===== src/hw/rtl/bounded_deque_with_search_unit_assert.svh =====
// Assertion macros for the deque with search unit.
`ifndef BOUNDED_DEQUE_WITH_SEARCH_UNIT_ASSERT_SVH
`define BOUNDED_DEQUE_WITH_SEARCH_UNIT_ASSERT_SVH

// Same-cycle implication, disabled while in reset.
`define BDQ_ASSERT_NOW(lbl, clk, rst_n, ante, cons) \
  lbl: assert property (@(posedge clk) disable iff (!rst_n) (ante) |-> (cons)) \
    else $error("bdq assertion failed");

// Next-cycle implication, disabled while in reset.
`define BDQ_ASSERT_NEXT(lbl, clk, rst_n, ante, cons) \
  lbl: assert property (@(posedge clk) disable iff (!rst_n) (ante) |=> (cons)) \
    else $error("bdq assertion failed");

`endif


===== src/hw/rtl/bdq_pkg.sv =====
// Shared types and defaults for the deque with search unit.
package bdq_pkg;

  localparam int DEPTH_DEF      = 16;
  localparam int DATA_WIDTH_DEF = 32;

  localparam int OPCODE_W = 3;
  localparam int STATUS_W = 2;
  localparam int COUNT_W  = 5;

  typedef enum logic [OPCODE_W-1:0] {
    OP_PUSH_FRONT = 3'd0,
    OP_PUSH_BACK  = 3'd1,
    OP_POP_FRONT  = 3'd2,
    OP_POP_BACK   = 3'd3,
    OP_SEARCH     = 3'd4
  } opcode_t;

  typedef enum logic [STATUS_W-1:0] {
    STAT_DONE  = 2'd0,
    STAT_FULL  = 2'd1,
    STAT_EMPTY = 2'd2
  } status_t;

  typedef enum logic [2:0] {
    ST_IDLE = 3'b001,
    ST_SRCH = 3'b010,
    ST_RESP = 3'b100
  } state_t;

endpackage


===== src/hw/rtl/bdq_store.sv =====
// Ring entry store: one write port, one registered read port.
module bdq_store import bdq_pkg::*; #(
  parameter int DEPTH      = DEPTH_DEF,
  parameter int DATA_WIDTH = DATA_WIDTH_DEF,
  localparam int IW        = $clog2(DEPTH)
) (
  input  logic                  clk,
  input  logic                  wr_en,
  input  logic [IW-1:0]         wr_addr,
  input  logic [DATA_WIDTH-1:0] wr_data,
  input  logic                  rd_en,
  input  logic [IW-1:0]         rd_addr,
  output logic [DATA_WIDTH-1:0] rd_data
);

  logic [DATA_WIDTH-1:0] mem [DEPTH];
  logic [DATA_WIDTH-1:0] rd_data_r;

  always_ff @(posedge clk) begin
    if (wr_en) begin
      mem[wr_addr] <= wr_data;
    end
  end

  always_ff @(posedge clk) begin
    if (rd_en) begin
      rd_data_r <= mem[rd_addr];
    end
  end

  assign rd_data = rd_data_r;

endmodule


===== src/hw/rtl/bounded_deque_with_search_unit.sv =====
// Bounded deque in a ring store with a sequential membership search.
// Push, pop, no-op and empty search: result in the cycle after the request; one per cycle.
// Search over N > 0 entries: one store read and one compare per cycle, stopping at the first hit
// or after the last entry, then a report state; busy while searching.
// Synchronous active-low reset empties the queue; store contents stay undefined.
// Results are strobed for one cycle; the receiver cannot stall.
module bounded_deque_with_search_unit import bdq_pkg::*; #(
  parameter int DEPTH      = DEPTH_DEF,
  parameter int DATA_WIDTH = DATA_WIDTH_DEF
) (
  input  logic                  clk,
  input  logic                  rst_n,
  input  logic                  start,
  output logic                  busy,
  input  logic [OPCODE_W-1:0]   in_opcode,
  input  logic [DATA_WIDTH-1:0] in_item_value,
  output logic                  out_valid,
  output logic [STATUS_W-1:0]   out_status,
  output logic                  out_found,
  output logic [COUNT_W-1:0]    out_entry_count
);

`include "bounded_deque_with_search_unit_assert.svh"

  localparam int IW = $clog2(DEPTH);
  localparam int CW = $clog2(DEPTH + 1);
  localparam logic [CW:0]   DEPTH_W = (CW + 1)'(DEPTH);
  localparam logic [CW-1:0] FULL_CNT = CW'(DEPTH);
  localparam logic [IW-1:0] LAST_IDX = IW'(DEPTH - 1);

  // (a + b) mod DEPTH, with a + b below twice DEPTH
  function automatic logic [IW-1:0] ring_add(input logic [IW-1:0] a,
                                             input logic [CW-1:0] b);
    logic [CW:0] s;
    s = {{(CW + 1 - IW){1'b0}}, a} + {1'b0, b};
    if (s >= DEPTH_W) s = s - DEPTH_W;
    return s[IW-1:0];
  endfunction

  state_t                state_r, state_nxt;
  logic [IW-1:0]         front_r, front_nxt;
  logic [CW-1:0]         count_r, count_nxt;
  logic [CW-1:0]         issued_r, issued_nxt;
  logic                  rd_vld_r, rd_vld_nxt;
  logic [DATA_WIDTH-1:0] val_r, val_nxt;
  status_t               status_r, status_nxt;
  logic                  found_r, found_nxt;

  logic                  accept;
  logic                  issue;
  logic                  match;
  logic                  wr_en;
  logic [IW-1:0]         wr_addr;
  logic                  rd_en;
  logic [IW-1:0]         rd_addr;
  logic [DATA_WIDTH-1:0] rd_data;
  logic [CW+COUNT_W-1:0] count_ext;

  bdq_store #(
    .DEPTH      (DEPTH),
    .DATA_WIDTH (DATA_WIDTH)
  ) u_store (
    .clk     (clk),
    .wr_en   (wr_en),
    .wr_addr (wr_addr),
    .wr_data (in_item_value),
    .rd_en   (rd_en),
    .rd_addr (rd_addr),
    .rd_data (rd_data)
  );

  assign busy   = (state_r == ST_SRCH);
  assign accept = start && !busy;
  assign issue  = (issued_r < count_r);
  assign match  = rd_vld_r && (rd_data == val_r);

  always_comb begin
    state_nxt  = state_r;
    front_nxt  = front_r;
    count_nxt  = count_r;
    issued_nxt = issued_r;
    rd_vld_nxt = 1'b0;
    val_nxt    = val_r;
    status_nxt = status_r;
    found_nxt  = found_r;
    wr_en      = 1'b0;
    wr_addr    = ring_add(front_r, count_r);
    rd_en      = 1'b0;
    rd_addr    = ring_add(front_r, issued_r);

    case (state_r)
      ST_SRCH: begin
        // read entry k while comparing entry k-1
        rd_en      = issue;
        rd_vld_nxt = issue;
        if (issue) issued_nxt = issued_r + 1'b1;
        if (match) begin
          found_nxt  = 1'b1;
          rd_vld_nxt = 1'b0;
          state_nxt  = ST_RESP;
        end else if (!issue && rd_vld_r) begin
          found_nxt = 1'b0;
          state_nxt = ST_RESP;
        end
      end
      ST_IDLE, ST_RESP: begin
        if (accept) begin
          state_nxt  = ST_RESP;
          status_nxt = STAT_DONE;
          found_nxt  = 1'b0;
          case (opcode_t'(in_opcode))
            OP_PUSH_FRONT: begin
              if (count_r >= FULL_CNT) begin
                status_nxt = STAT_FULL;
              end else begin
                front_nxt = (front_r == '0) ? LAST_IDX : front_r - 1'b1;
                wr_en     = 1'b1;
                wr_addr   = front_nxt;
                count_nxt = count_r + 1'b1;
              end
            end
            OP_PUSH_BACK: begin
              if (count_r >= FULL_CNT) begin
                status_nxt = STAT_FULL;
              end else begin
                wr_en     = 1'b1;
                count_nxt = count_r + 1'b1;
              end
            end
            OP_POP_FRONT: begin
              if (count_r == '0) begin
                status_nxt = STAT_EMPTY;
              end else begin
                front_nxt = ring_add(front_r, CW'(1));
                count_nxt = count_r - 1'b1;
              end
            end
            OP_POP_BACK: begin
              if (count_r == '0) status_nxt = STAT_EMPTY;
              else count_nxt = count_r - 1'b1;
            end
            OP_SEARCH: begin
              if (count_r != '0) begin
                state_nxt  = ST_SRCH;
                val_nxt    = in_item_value;
                issued_nxt = '0;
              end
            end
            default: ;
          endcase
        end else if (state_r == ST_RESP) begin
          state_nxt = ST_IDLE;
        end
      end
      default: state_nxt = ST_IDLE;
    endcase
  end

  always_ff @(posedge clk) begin
    if (!rst_n) begin
      state_r  <= ST_IDLE;
      front_r  <= '0;
      count_r  <= '0;
      issued_r <= '0;
      rd_vld_r <= 1'b0;
    end else begin
      state_r  <= state_nxt;
      front_r  <= front_nxt;
      count_r  <= count_nxt;
      issued_r <= issued_nxt;
      rd_vld_r <= rd_vld_nxt;
    end
  end

  always_ff @(posedge clk) begin
    val_r    <= val_nxt;
    status_r <= status_nxt;
    found_r  <= found_nxt;
  end

  assign count_ext       = {{COUNT_W{1'b0}}, count_r};
  assign out_valid       = (state_r == ST_RESP);
  assign out_status      = status_r;
  assign out_found       = found_r;
  assign out_entry_count = count_ext[COUNT_W-1:0];

  `BDQ_ASSERT_NOW(a_found_only_done, clk, rst_n, out_valid && out_found,
                  out_status == STAT_DONE)
  `BDQ_ASSERT_NOW(a_issue_bounded, clk, rst_n, state_r == ST_SRCH, issued_r <= count_r)
  `BDQ_ASSERT_NEXT(a_request_answered, clk, rst_n, accept, out_valid || busy)
  `BDQ_ASSERT_NEXT(a_full_push_dropped, clk, rst_n,
                   accept && (count_r == FULL_CNT) &&
                   ((in_opcode == OP_PUSH_FRONT) || (in_opcode == OP_PUSH_BACK)),
                   out_valid && (out_status == STAT_FULL) && $stable(count_r))

endmodule


===== config.mk =====
export PLATFORM = sky130hd
export DESIGN_NAME = bounded_deque_with_search_unit
export DESIGN_NICKNAME = d
export VERILOG_FILES = /design/src/hw/rtl/bdq_pkg.sv /design/src/hw/rtl/bdq_store.sv /design/src/hw/rtl/bounded_deque_with_search_unit.sv
export VERILOG_INCLUDE_DIRS = /design/src /design/src/hw/rtl
export SDC_FILE = /design/constraint.sdc
export NUM_CORES = 1
export LEC_CHECK = 0
export ABC_CLOCK_PERIOD_IN_PS = 4400
export BUFFER_PORTS_ARGS = -buffer_cell sky130_fd_sc_hd__buf_2
export CAP_MARGIN = 10
export CORE_MARGIN = 3
export CORE_UTILIZATION = 62
export CTS_CLUSTER_DIAMETER = 150
export DETAILED_ROUTE_END_ITERATION = 12
export PLACE_DENSITY = 0.79
export SLEW_MARGIN = 20
export SYNTH_ARGS = -nofsm -noshare
export SYNTH_HDL_FRONTEND = slang
export SYNTH_SLANG_ARGS = --single-unit

===== constraint.sdc =====
create_clock -name clk -period 4.4 [get_ports clk]
set_input_delay 0 -clock clk [delete_from_list [all_inputs] [get_ports clk]]
set_output_delay 0 -clock clk [all_outputs]
set_load 0.02 [all_outputs]

==> results.toml <==
[run_status]
outcome = "complete, no violations"

[floorplan]
dieArea_um2 = 40200
die_w_um = 200
rows = 70
coreArea_um2 = 37000
io_pins = 48
start_util_pct = 63.4
die_height_um = 200

[sta]
fin_crit_ns = 3.47
hold_viol_final = 0
worstMarginPinSlew_ns = 0.940
tns_ns = 0
slew_headroom_pct = 37.4
rsz0062_at_grt = "false"
fmax_ghz = 0.288
clock_skew_ns = 0.0190
final_max_slew_viol_count = 0
hold_ws_ns = 0.0517
timing.final.crit_share_pct = 78.8
setup_violations = 0

[synthesis]
synth_edf_count = 579
netlist_instances = 1178
yosysWarnings = 0
ys_ff_latch = 597
synth_top_area_share_pct = 74.2
synthFlopType = "edfxtp_1"
yosys-top-cells-area = "edfxtp_1 (74%), mux4_2 (12%), dfxtp_1 (1.5%)"
synth_top_cell_by_area = "edfxtp_1"
ys_types = 52
ys_async_sr_fraction_pct = 0
synth.avg_cell_area_um2 = 19.9
yosysSeqAreaShare_pct = 75.7
syn-num-nets = 1235
synth.cell_area_um2 = 23400

[clocking]
clkSinkCount = 597
htree_levels = 2
root_buffer = "clkbuf_16"
clkTransAtPathRegs_ns = 0.06
cts_hold_buf = 40
cts_buffers = 57
cts.path.max_buffers = 3
cts_tree = "done"
clock_latency_ns = 0.61
ctsResizeCount = 0
cts_setup_buffers = 0

[route]
drc = 0
viasPerCell = 6.43
wire_per_inst_um = 27.6
first_pass_iters = 5
vias = 11927
routed_wirelength_um = 51300
first_iter_violations = 1297
ant_nets = 0

[worst_setup_path]
cp-start-kind = "flop"
cp-end-kind = "flop"
cp.required_ns = 4.66
worstSetupPathType = "flop to flop"
r2r_slack_ns = 0.93
path_max_fanout = 19
critical_path_arrival_ns = 3.72

[finish]
nets = 1362
layout-drive-gt1-share_pct = 24.0
multi_input_area_um2 = 5560
final_cells = 1856
regArea_um2 = 17700
area_growth_pct = 15.2
fillerInstances = 2133
stdcell_area_um2 = 27000
antennaDiodeCount = 0

[global_routing]
antenna_found_initial = 0
grt_max_degree = 65
gr-usage-all-layers_pct = 26.2
grt_pass1_vias = 12239
grt_pass1_wl_um = 78100
gr-total-overflow = 0

[power]
p_total_uw = 11900
p_per_area_nw_per_um2 = 442
ir_worst_vdd_uv = 345
p_leak_uw = 0.00877

[flow_run]
maxCapViolCount = 0

[placed_design]
io_buffers = 47
dpl.hpwl_um = 27700
gp_congestion = 0.826
place_inst = 1710
placed_area_um2 = 24600

[min_path]
min_path_type = "input pin to flop"
area by class of cell:
type	instances	share of cell area (%)
multi-input cells	511	20.6
repair buffers	120	3.83
clock inverters	42	1.77
well taps	504	2.34
flip-flops and latches	597	65.7
inverters	18	0.250
clock buffers	64	5.46
worst max-delay path, cell delays in order (launching register included):
cell and delay (ns):
dfxtp_1 0.58, ha_1 0.25, inv_1 0.05, fa_1 0.42, mux2i_1 0.22, and3_1 0.21, nand2b_1 0.25, nor2_4 0.63
buf_4 0.48
layout by cell type (no fill, tap or decap), types with 7 or more instances in the layout:
| cell | instances |
|---|---|
| xnor2_1 | 9 |
| bufinv_16 | 10 |
| nor3_1 | 7 |
| nor2_1 | 14 |
| buf_12 | 12 |
| clkinv_1 | 11 |
| nand2_1 | 77 |
| nand3_1 | 8 |
| buf_4 | 21 |
| mux2i_1 | 8 |
| a211oi_1 | 34 |
| nor2_4 | 16 |
| mux4_2 | 128 |
| clkinv_2 | 15 |
| edfxtp_1 | 579 |
| dlygate4sd3_1 | 40 |
| inv_1 | 17 |
| ha_1 | 15 |
| a31oi_1 | 35 |
| clkbuf_16 | 58 |
| a21oi_1 | 10 |
| xor2_1 | 37 |
| and2_1 | 32 |
| dfxtp_1 | 18 |
| buf_2 | 47 |
| nor4_1 | 15 |
| nand2b_1 | 8 |
power breakdown:
| group | internal (uW) | switching, uW |
|---|---|---|
| registers | 6280 | 22.8 |
| logic | 242 | 340 |
| clock network | 3000 | 2040 |
| total | 9520 | 2410 |
final timing paths:
kind                start  cells after the start           endpoint
min reg2reg   issued_r[4]                      2        issued_r[4]
max reg2reg    front_r[0]                      8  u_store.mem[7][7]
max            front_r[0]                      8  u_store.mem[7][7]
min          in_opcode[1]                      5         state_r[2]
state kept, by name, summed over array words and instances (netlist names):
name and cells:
val_r 32, issued_r 5, front_r 4, out_entry_count 5
out_status 2, state_r 3, rd_vld_r 1, out_found 1
u_store.rd_data 32, u_store.mem 512
kinds of logic after synthesis:
logic type | share of synthesized area [%]
xor+xnor | 1.83
flops | 75.7
mux | 12.6
compound gates | 3.29
fa+ha+maj | 1.11
buf+inv | 1.30
simple gates | 4.11
metrics by stage:
stage / utilization [%] / setup WS, ns
4_1_cts: 73.0 / 0.954
3_5_place_dp: 66.7 / 0.986
5_1_grt: 73.0 / 0.744
3_3_place_gp: 66.7 / 1.02
6_report: 73.0 / 0.934
2_1_floorplan: - / 0.821
cells in the mapped netlist, types with 3 or more instances:
cell,instances
a211oi_1,34
buf_2,12
nand2b_1,8
a21oi_1,10
edfxtp_1,579
a31oi_1,35
nand3_1,8
ha_1,16
nor2_1,30
dfxtp_1,18
nor2b_1,3
buf_1,3
nor3_1,7
fa_1,3
nor4_1,15
inv_1,18
nand2_1,77
mux4_2,128
mux2i_1,8
and2_1,32
nand4_1,3
xnor2_1,11
o21ai_0,4
clkbuf_1,31
buf_4,5
xor2_1,38
or3_1,3
a21o_1,6
metal layers:
metal,vias to the layer above,wire [um],share of wire (%),GRT usage [%]
li1,5053,-,-,-
met1,6191,20500,40,38.0
met2,587,25300,49,41.2
met3,96,4120,8.0,5.19
met4,0,1340,2.6,8.41
met5,-,0,0,0
Note: power is estimated with default switching activity, not from simulation.
